--- config.mk ---
export PLATFORM = sky130hd
export DESIGN_NAME = mvl_box_store
export DESIGN_NICKNAME = d
export VERILOG_FILES = /design/src/rtl/mvl_pkg.sv /design/src/rtl/mvl_box_store.sv
export SDC_FILE = /design/constraint.sdc
export NUM_CORES = 2
export LEC_CHECK = 0
export ABC_AREA = 1
export BUFFER_PORTS_ARGS = -buffer_cell sky130_fd_sc_hd__buf_2
export CORE_MARGIN = 1
export CORE_UTILIZATION = 51
export DETAILED_ROUTE_END_ITERATION = 7
export PLACE_DENSITY_LB_ADDON = 0.08
export SLEW_MARGIN = 20
export SYNTH_ARGS = -nofsm -noshare
export SYNTH_HDL_FRONTEND = slang
export SYNTH_SLANG_ARGS = --single-unit
--- constraint.sdc ---
create_clock -name clock -period 8.3 [get_ports clock]
set_input_delay 1.66 -clock clock [delete_from_list [all_inputs] [get_ports clock]]
set_output_delay 1.66 -clock clock [all_outputs]
set_load 0.01 [all_outputs]
--- src/rtl/mvl_pkg.sv ---
// mvl_pkg: shared types and constants for the manhattan voronoi labeler
// holds request codes, item structs, chain token and box store control
// no dependencies
`timescale 1ns / 1ps

package mvl_pkg;

   localparam int COORD_W = 8;
   localparam int INDEX_W = 6;
   localparam int DIST_W  = 9;
   localparam int CSR_W   = 7;
   // wide enough for any table depth up to 256 entries
   localparam int BEST_W  = 8;
   localparam int COUNT_W = 9;

   typedef enum logic [1:0] {
      REQ_LOAD     = 2'd0,
      REQ_CLASSIFY = 2'd1,
      REQ_READ     = 2'd2,
      REQ_CLEAR    = 2'd3
   } req_kind_type;

   typedef struct packed {
      logic [1:0]         req_type;
      logic [INDEX_W-1:0] seed_index;
      logic [COORD_W-1:0] coord_x;
      logic [COORD_W-1:0] coord_y;
   } req_item_type;

   typedef struct packed {
      logic [INDEX_W-1:0] nearest_index;
      logic [DIST_W-1:0]  nearest_distance;
      logic [COORD_W-1:0] box_min_x;
      logic [COORD_W-1:0] box_min_y;
      logic [COORD_W-1:0] box_max_x;
      logic [COORD_W-1:0] box_max_y;
      logic               box_empty;
   } rsp_item_type;

   typedef struct packed {
      logic               valid;
      logic [1:0]         op;
      logic [INDEX_W-1:0] idx;
      logic [COORD_W-1:0] x;
      logic [COORD_W-1:0] y;
      logic [BEST_W-1:0]  best_idx;
      logic [DIST_W-1:0]  best_d;
   } chain_token_type;

   typedef struct packed {
      logic [COORD_W-1:0] min_x;
      logic [COORD_W-1:0] min_y;
      logic [COORD_W-1:0] max_x;
      logic [COORD_W-1:0] max_y;
   } box_type;

   typedef struct packed {
      logic rd_en;
      logic wr_en;
      logic clear_all;
   } box_ctl_type;

endpackage

--- src/rtl/mvl_box_store.sv ---
// mvl_box_store: region bounding box memory with per-region touched bits
// registered read port, one write port, single-cycle clear of all regions
// depends on mvl_pkg
`timescale 1ns / 1ps

module mvl_box_store
   import mvl_pkg::*;
#(
   parameter int MAX_SEEDS = 64,
   localparam int AW = $clog2(MAX_SEEDS)
) (
   input  logic           clock,
   input  logic           reset,
   input  box_ctl_type    ctl,
   input  logic [AW-1:0]  rd_addr,
   input  logic [AW-1:0]  wr_addr,
   input  box_type        wr_box,
   output box_type        rd_box,
   output logic           rd_touched
);

   box_type                mem [MAX_SEEDS];
   logic [MAX_SEEDS-1:0]   touched_ff;
   box_type                rd_box_ff;
   logic                   rd_touched_ff;

   always_ff @(posedge clock) begin
      if (reset) begin
         touched_ff <= '0;
      end else if (ctl.clear_all) begin
         touched_ff <= '0;
      end else if (ctl.wr_en) begin
         touched_ff[wr_addr] <= 1'b1;
      end
   end

   always_ff @(posedge clock) begin
      if (ctl.wr_en) begin
         mem[wr_addr] <= wr_box;
      end
      if (ctl.rd_en) begin
         rd_box_ff     <= mem[rd_addr];
         rd_touched_ff <= touched_ff[rd_addr];
      end
   end

   assign rd_box     = rd_box_ff;
   assign rd_touched = rd_touched_ff;

endmodule

==> flow_summary_export.csv <==
group,metric,value,unit
clock_network,clk_latency,850,ps
worst_setup_path,slowest_delay,700,ps
global_routing,track_usage,0.305,
worst_setup_path,criticalPathCategory,"input port to register",
clock_network,clkSinkCount,2145,
clock_network,clk_pin_slew,60,ps
synth,ys_seq_elements,2145,
worst_setup_path,path_max_fanout,87,
final_layout,fin_nets,7164,
floorplanning,die_area,0.170,mm2
synth,yosysSeqAreaShare,0.743,
sta,hold_violations,0,
drt,ant_nets,0,
final_layout,final_cell_mix,"nand2_1 (2,316), edfxtp_1 (2,081), nand3_1 (1,965)",
place,portBuffers,81,
clock_network,cts.path.max_buffers,3,
worst_setup_path,rrSetupSlack,6450,ps
clock_network,cts_tree,"done",
run_status,status,"finished, final reports clean",
sta,skew,29.1,ps
worst_setup_path,path_buf_inv,3,
final_layout,num-fill-cells,13730,
sta,period_share,0.517,
sta,rsz0062_at_grt,"false",
drt,wl_per_cell,27.3,um
final_layout,syn2layout_area_growth,10.3,%
worst_setup_path,critical_path_required,8980,ps
drt,drtIter0Drc,7143,
synth,avgSynthCellArea,12.0,um2
clock_network,ctsHoldBuffers,0,
worst_setup_path,cp.arrival,4970,ps
pwr,vdd_drop_max,0.223,mV
worst_setup_path,timing.critical_path.cells,"buf_8 -> buf_4 -> buf_4 -> nand2_1 -> nand3_1 -> nand3_1 -> nand2_1 -> nand2_1 -> nand3_1 -> nand3_1 -> nand2_1",
drt,drt-total-wl,259000,um
synth,netlist_area,0.0859,mm2
floorplanning,die_y,412,um
sta,clock.fmax,233,MHz
global_routing,antenna_found_initial,10,
min_path,hold_class,"register to register",
synth,yosysWarnings,0,
worst_setup_path,worst_path_max_delay_cell,"buf_4",
worst_setup_path,end_kind,"register",
drt,first_pass_iters,6,
sta,setup_viol_count_final,0,
clock_network,cts_root_buf,"clkbuf_16",
final_layout,multiInputGateArea,0.0198,mm2
worst_setup_path,critPathTopFamily,"buffers and inverters",
sta,drv_slew,0,
global_routing,grt_pass1_wl,374000,um
final_layout,drive_gt1_frac,0.0783,
global_routing,grt_max_degree,183,
floorplanning,die_w,412,um
floorplanning,core_area,0.167,mm2
clock_network,post_cts_buffers,0,
final_layout,mostFrequentLayoutCell,"nand2_1",
drt,vias,56529,
floorplanning,rows,150,
flow_run,drv_cap,0,
clock_network,cts_resized,0,
sta,slew_headroom,0.201,
pwr,power_leakage,33.2,nW
final_layout,regArea,0.0638,mm2
clock_network,htreeDepth,4,
global_routing,grt_pass1_vias,52867,
place,hpwl,121000,um
synth,synth_cells,7145,
sta,tightest_slew,1200,ps
pwr,total_power,0.0226,W
clock_network,cts_buffers,216,
drt,viasPerCell,5.95,
worst_setup_path,critPathLaunchType,"input port",
pwr,power_density,238,mW/mm2
place,routabilityCongestion,0.804,
sta,finalSetupTns,0,ps
global_routing,grt_overflow,0,
floorplanning,io_pins,82,
drt,route.detailed.drc,0,
final_layout,final_util,0.567,
synth,ys_types,17,
sta,period_needed,4290,ps
synth,synth_nets,7194,
floorplanning,start_util,0.514,
==> synthesized netlist by cell type, drive strengths merged <==
master | instances | area share
or2 | 1 | 0.000073
dfxtp | 64 | 0.015
nor2 | 195 | 0.0085
inv | 40 | 0.0018
nor3 | 14 | 0.00082
buf | 384 | 0.027
nand2 | 2316 | 0.10
nand3 | 1965 | 0.11
clkinv | 2 | 0.000087
edfxtp | 2081 | 0.73
clkbuf | 83 | 0.0036
==> cells by family after synthesis <==
| kind of cell | after synthesis | synth area share |
|---|---|---|
| AND/OR/NAND/NOR | 4491 | 0.225 |
| flip-flops | 2145 | 0.743 |
| buffers and inverters | 509 | 0.0323 |
==> layout make-up <==
type                            count  share of cell area
Timing Repair Buffer              219              0.0177
Inverter                           42             0.00207
Tap cell                         2204              0.0291
Clock inverter                    101             0.00788
Sequential cell                  2145               0.673
Clock buffer                      291              0.0616
Multi-Input combinational cell   4491               0.209
Antenna cell                        8            0.000211
==> report_power, final <==
part | internal (W) | total, W | switching, W
sequential | 0.0120 | 0.0120 | 0.0000492
clock | 0.00517 | 0.00923 | 0.00405
combinational | 0.000306 | 0.00132 | 0.00101
total | 0.0174 | 0.0226 | 0.00511
==> metrics by stage <==
step	cell area, um2	hold WS [ps]	setup slack, ps	cells
final	94800	469	4010	9501
after global routing	94700	489	3910	9493
after CTS	94700	471	4110	9493
after detailed placement	88100	458	3220	9101
after global placement	88100	449	3250	9101
after floorplan	85900	440	4310	7145
==> per-layer routing <==
metal,global-route usage,vias up,part of all wire
li1,-,25237,-
met1,0.441,28273,0.42
met2,0.477,2610,0.46
met3,0.0475,405,0.087
met4,0.0930,4,0.029
met5,0,-,0.00010
==> worst register-to-register path: stages, from the launching register on <==
cell	delay [ps]
edfxtp_1	360
nand2_1	70
nand3_1	80
nand3_1	150
nand3_1	80
nand2_1	110
nand2_1	120
nand3_1	450
nand2_1	150
==> flip-flops by register name, summed over array words and instances (netlist names) <==
| register | cells |
|---|---|
| mem | 2048 |
| rd_box | 32 |
| touched_ff | 64 |
| rd_touched | 1 |
==> path summary, 6_finish.rpt <==
kind | cells past startpoint | start | end
worst max-delay path | 11 | rd_addr[0] | rd_box[12]
worst max register to register | 8 | mem[45][12] | rd_box[12]
worst min register to register | 2 | touched_ff[26] | touched_ff[26]
worst min-delay path | 2 | touched_ff[26] | touched_ff[26]
(Power assumes the default switching activity.)
