[config.mk]
export PLATFORM = sky130hd
export DESIGN_NAME = mvl_cell
export DESIGN_NICKNAME = d
export VERILOG_FILES = /design/src/rtl/mvl_pkg.sv /design/src/rtl/mvl_cell.sv
export SDC_FILE = /design/constraint.sdc
export NUM_CORES = 1
export LEC_CHECK = 0
export ABC_AREA = 1
export BUFFER_PORTS_ARGS = -buffer_cell sky130_fd_sc_hd__buf_2
export CAP_MARGIN = 40
export CORE_UTILIZATION = 35
export DETAILED_ROUTE_END_ITERATION = 7
export SLEW_MARGIN = 20
export SYNTH_ARGS = -nofsm -noshare
export SYNTH_HDL_FRONTEND = slang
export SYNTH_SLANG_ARGS = --single-unit
[constraint.sdc]
create_clock -name clock -period 3.6 [get_ports clock]
set_input_delay 1.08 -clock clock [delete_from_list [all_inputs] [get_ports clock]]
set_output_delay 1.08 -clock clock [all_outputs]
set_load 0.01 [all_outputs]
[src/rtl/mvl_pkg.sv]
// mvl_pkg: shared types and constants for the manhattan voronoi labeler
// holds request codes, item structs, chain token and box store control
// no dependencies
`timescale 1ns / 1ps

package mvl_pkg;

   localparam int COORD_W = 8;
   localparam int INDEX_W = 6;
   localparam int DIST_W  = 9;
   localparam int CSR_W   = 7;
   // wide enough for any table depth up to 256 entries
   localparam int BEST_W  = 8;
   localparam int COUNT_W = 9;

   typedef enum logic [1:0] {
      REQ_LOAD     = 2'd0,
      REQ_CLASSIFY = 2'd1,
      REQ_READ     = 2'd2,
      REQ_CLEAR    = 2'd3
   } req_kind_type;

   typedef struct packed {
      logic [1:0]         req_type;
      logic [INDEX_W-1:0] seed_index;
      logic [COORD_W-1:0] coord_x;
      logic [COORD_W-1:0] coord_y;
   } req_item_type;

   typedef struct packed {
      logic [INDEX_W-1:0] nearest_index;
      logic [DIST_W-1:0]  nearest_distance;
      logic [COORD_W-1:0] box_min_x;
      logic [COORD_W-1:0] box_min_y;
      logic [COORD_W-1:0] box_max_x;
      logic [COORD_W-1:0] box_max_y;
      logic               box_empty;
   } rsp_item_type;

   typedef struct packed {
      logic               valid;
      logic [1:0]         op;
      logic [INDEX_W-1:0] idx;
      logic [COORD_W-1:0] x;
      logic [COORD_W-1:0] y;
      logic [BEST_W-1:0]  best_idx;
      logic [DIST_W-1:0]  best_d;
   } chain_token_type;

   typedef struct packed {
      logic [COORD_W-1:0] min_x;
      logic [COORD_W-1:0] min_y;
      logic [COORD_W-1:0] max_x;
      logic [COORD_W-1:0] max_y;
   } box_type;

   typedef struct packed {
      logic rd_en;
      logic wr_en;
      logic clear_all;
   } box_ctl_type;

endpackage

[src/rtl/mvl_cell.sv]
// mvl_cell: one seed cell of the search chain
// holds one seed position and updates the passing token's nearest seed
// depends on mvl_pkg
`timescale 1ns / 1ps

module mvl_cell
   import mvl_pkg::*;
#(
   parameter int CELL_IDX = 0
) (
   input  logic                 clock,
   input  logic                 reset,
   input  chain_token_type      up_tok,
   input  logic [COUNT_W-1:0]   seed_limit,
   output chain_token_type      down_tok
);

   logic [COORD_W-1:0] seed_x_ff;
   logic [COORD_W-1:0] seed_y_ff;
   chain_token_type    token_ff;
   chain_token_type    token_in;
   logic [COORD_W-1:0] dx;
   logic [COORD_W-1:0] dy;
   logic [DIST_W-1:0]  seed_dist;
   logic               is_mine;
   logic               in_scope;
   logic               take;

   always_comb begin
      dx       = (up_tok.x > seed_x_ff) ? (up_tok.x - seed_x_ff) : (seed_x_ff - up_tok.x);
      dy       = (up_tok.y > seed_y_ff) ? (up_tok.y - seed_y_ff) : (seed_y_ff - up_tok.y);
      seed_dist = {1'b0, dx} + {1'b0, dy};
      is_mine  = ({3'b000, up_tok.idx} == COUNT_W'(CELL_IDX));
      in_scope = (COUNT_W'(CELL_IDX) < seed_limit);
      take     = (up_tok.op == REQ_CLASSIFY) && in_scope
                 && ((CELL_IDX == 0) || (seed_dist < up_tok.best_d));
      token_in = up_tok;
      if (take) begin
         token_in.best_idx = BEST_W'(CELL_IDX);
         token_in.best_d   = seed_dist;
      end
   end

   always_ff @(posedge clock) begin
      if (reset) begin
         token_ff.valid <= 1'b0;
      end else begin
         token_ff.valid <= token_in.valid;
      end
      token_ff.op       <= token_in.op;
      token_ff.idx      <= token_in.idx;
      token_ff.x        <= token_in.x;
      token_ff.y        <= token_in.y;
      token_ff.best_idx <= token_in.best_idx;
      token_ff.best_d   <= token_in.best_d;
      if (up_tok.valid && (up_tok.op == REQ_LOAD) && is_mine) begin
         seed_x_ff <= up_tok.x;
         seed_y_ff <= up_tok.y;
      end
   end

   assign down_tok = token_ff;

endmodule

==> results.md <==
* Die Y at ~100 µm
* Synth top area cells: dfxtp_1 23%, nand2_1 15%, edfxtp_1 13%
* Layout Skew at 13.0 ps
* Synth area leader: dfxtp_1
* Ant. Diodes at 0
* Crit path DAT at 3530 ps
* Yosys reg bits at 58
* Cells after Synth at about 490
* Total gr overflow at 0
* Final Hold Fails at 0
* Post-CTS Setup Inserts at 0
* Cell total after placement at 737
* Final Instance Count excl. Fillers at 753
* DR WL/cell at ~11 µm
* Syn_nets at roughly 600
* Setup_tns at 0 ps
* Clock Power Share at 0.414
* CP Class: primary input to flop
* Post-route ant nets at 0
* Worst Path Max Fanout at 8
* CTS-repair resized insts at 0
* Run status: complete, no violations
* Pins Over Slew Limit at 0
* Initial drt markers at 148
* Unrepaired setup endpoints after global routing: no
* Gate power share at 0.213
* Initial Util at 0.365
* Sequential share of power at 0.372
* Via density at 4.37
* First drt pass iteration count at 4
* Net Sw Frac at 0.263
* Routed wire length at roughly 8.0 mm
* DRC viols at 0
* Synth Area per Inst at around 7.3 µm²
* Area grow syn2layout at 28.8%
* Area share of the largest cell type after synthesis at 0.234
* Clock Latency Late Sink at 350 ps
* Max Cap Viol at 0
* DR vias at 3292
* Worst hold stages at 1
* Commonest non-fill, non-tap cell in the layout: nand2_1
* IO Pins at 95
* Clock Tree Root: clkbuf_8
* Startpoint Class: primary input
* Initial antenna violation count at 0
* Psw at 503 µW
* PwrDens at 412 mW/mm²
* Fin Hold WS at 852 ps
* CTS Buf Count at 9
* Max clock buf depth at 2
* Largest net degree at the start of global routing at 17
* Core area at 0.00986 mm²
* Synth cell types at 27
* Die area at 0.0107 mm²
* First-pass GRT wire length at 13.3 mm
* Max VDD drop at roughly 220 µV
* Cts hold-fix bufs at 0
* Final #Nets at 711
* Reg2reg setup slack at about 800 ps
* Fmax at 302 MHz
* Post-place setup slack at -49.2 ps
* Vias in the first global route at 3076
* WP data required at between 3000 and 4000 ps
* Detail Placement HPWL at 6.50 mm
* Layout Utilization at 0.470
* GRT Total Usage at 0.162
* Clock Pin Slew Worst Setup and Hold Paths at approximately 70 ps
* Width of the die at 103 µm
* Seq/Total Area, Yosys at 0.367
* CTS tree: built
* CTS H-tree depth at 3
* Sink Count at 58
* Fin crit period at 3310 ps
* Port Buffers at 94
* Worst reg-to-reg path cell count at 14
* Leak at about 0.0026 µW
* Share of layout cells above drive strength 1 at 0.239
* Pint at 1410 µW
* Final worst path period share at 0.920
* Std-Cell Rows at 36
* Most frequent cells in the layout: 146 x nand2_1, 108 x inv_1, 94 x buf_2, 42 x dfxtp_1
* Final setup margin at 289 ps
* Worst Hold Class: primary input to flop
* Worst setup EP type: flop
* Synth warnings at 0
* Worst Max-Slew Pin Slew at 332 ps
* Worst slew margin at 0.778
* Final setup viols at 0
* Syn Std Cell Area at 0.00360 mm²
* RePlAce Congestion at 0.822
[cell families after synthesis]
| logic type | Yosys count | share of synthesized area |
|---|---|---|
| AO/OA/AOI/OAI | 30 | 0.0445 |
| flip-flops | 58 | 0.367 |
| AND/OR/NAND/NOR | 230 | 0.266 |
| buffers and inverters | 119 | 0.131 |
| XOR/XNOR | 13 | 0.0316 |
| adder cells (fa/ha/maj) | 43 | 0.160 |
[through the flow]
step | power (µW) | instance area, µm²
detailed placement | 1130 | 4380
finish | 1910 | 4640
global placement | 1130 | 4380
global route | 2030 | 4640
floorplan | 982 | 3600
CTS | 1930 | 4640
[routing by layer]
layer | track usage | vias to the layer above | routed length [µm]
li1 | - | 1739 | -
met1 | 0.212 | 1427 | 3870
met2 | 0.258 | 119 | 3510
met3 | 0.0363 | 7 | 559
met4 | 0.0683 | 0 | 104
met5 | 0 | - | 0
[power groups by stage]
stage	combinational, µW	clock (µW)	sequential (µW)
final	407	792	711
after floorplan	236	0	746
after CTS	409	813	712
after global placement	400	0	725
after global routing	465	849	714
after detailed placement	407	0	726
[worst max-delay path, cell delays in order]
cell and delay [ps]:
buf_2 110, inv_1 50, ha_1 130, inv_1 60, fa_1 390, nand3_1 100, nand3_1 100, nand2_1 70
nand2_1 50, nand2_2 90, buf_4 160, nand3_1 70, o21ai_0 120, ha_1 310, or2_2 310, nand2_1 90
xor2_1 150, o21ai_0 100
[path summary, 6_finish.rpt]
path	startpoint	to
worst min-delay path	up_tok[36]	down_tok[36]
worst min register to register	seed_y_ff[0]	down_tok[0]
worst max register to register	seed_x_ff[5]	down_tok[4]
worst max-delay path	up_tok[25]	down_tok[3]
[sequential cells by signal, summed over array words and instances (netlist names)]
name	flops
down_tok	42
seed_x_ff	8
seed_y_ff	8
[cell usage after synthesis]
master      n
inv_1     108
edfxtp_1   16
xor2_1      6
nand2_1   146
nor3_1      2
a21o_1      1
or2_2       3
nand4_1     7
xnor2_1     7
nand2_2     5
fa_1        5
nand3_1    38
ha_1       38
o21ai_1     2
nor4_1      1
buf_6       2
nor2_1     27
buf_4       1
o21ai_0    11
clkbuf_2    1
buf_2       5
dfxtp_1    42
o21ai_2     2
a21oi_1    14
clkbuf_1    1
nor2_2      1
inv_2       1
[layout make-up]
cell class | instances | area (µm²)
tap | 133 | 166
multi-input combinational | 316 | 1810
sequential | 58 | 1320
fill | 990 | 5230
timing repair buffer | 121 | 673
inverter | 109 | 409
clock buffer | 10 | 128
clock inverter | 6 | 129
Power figures use the tool's default switching activity.
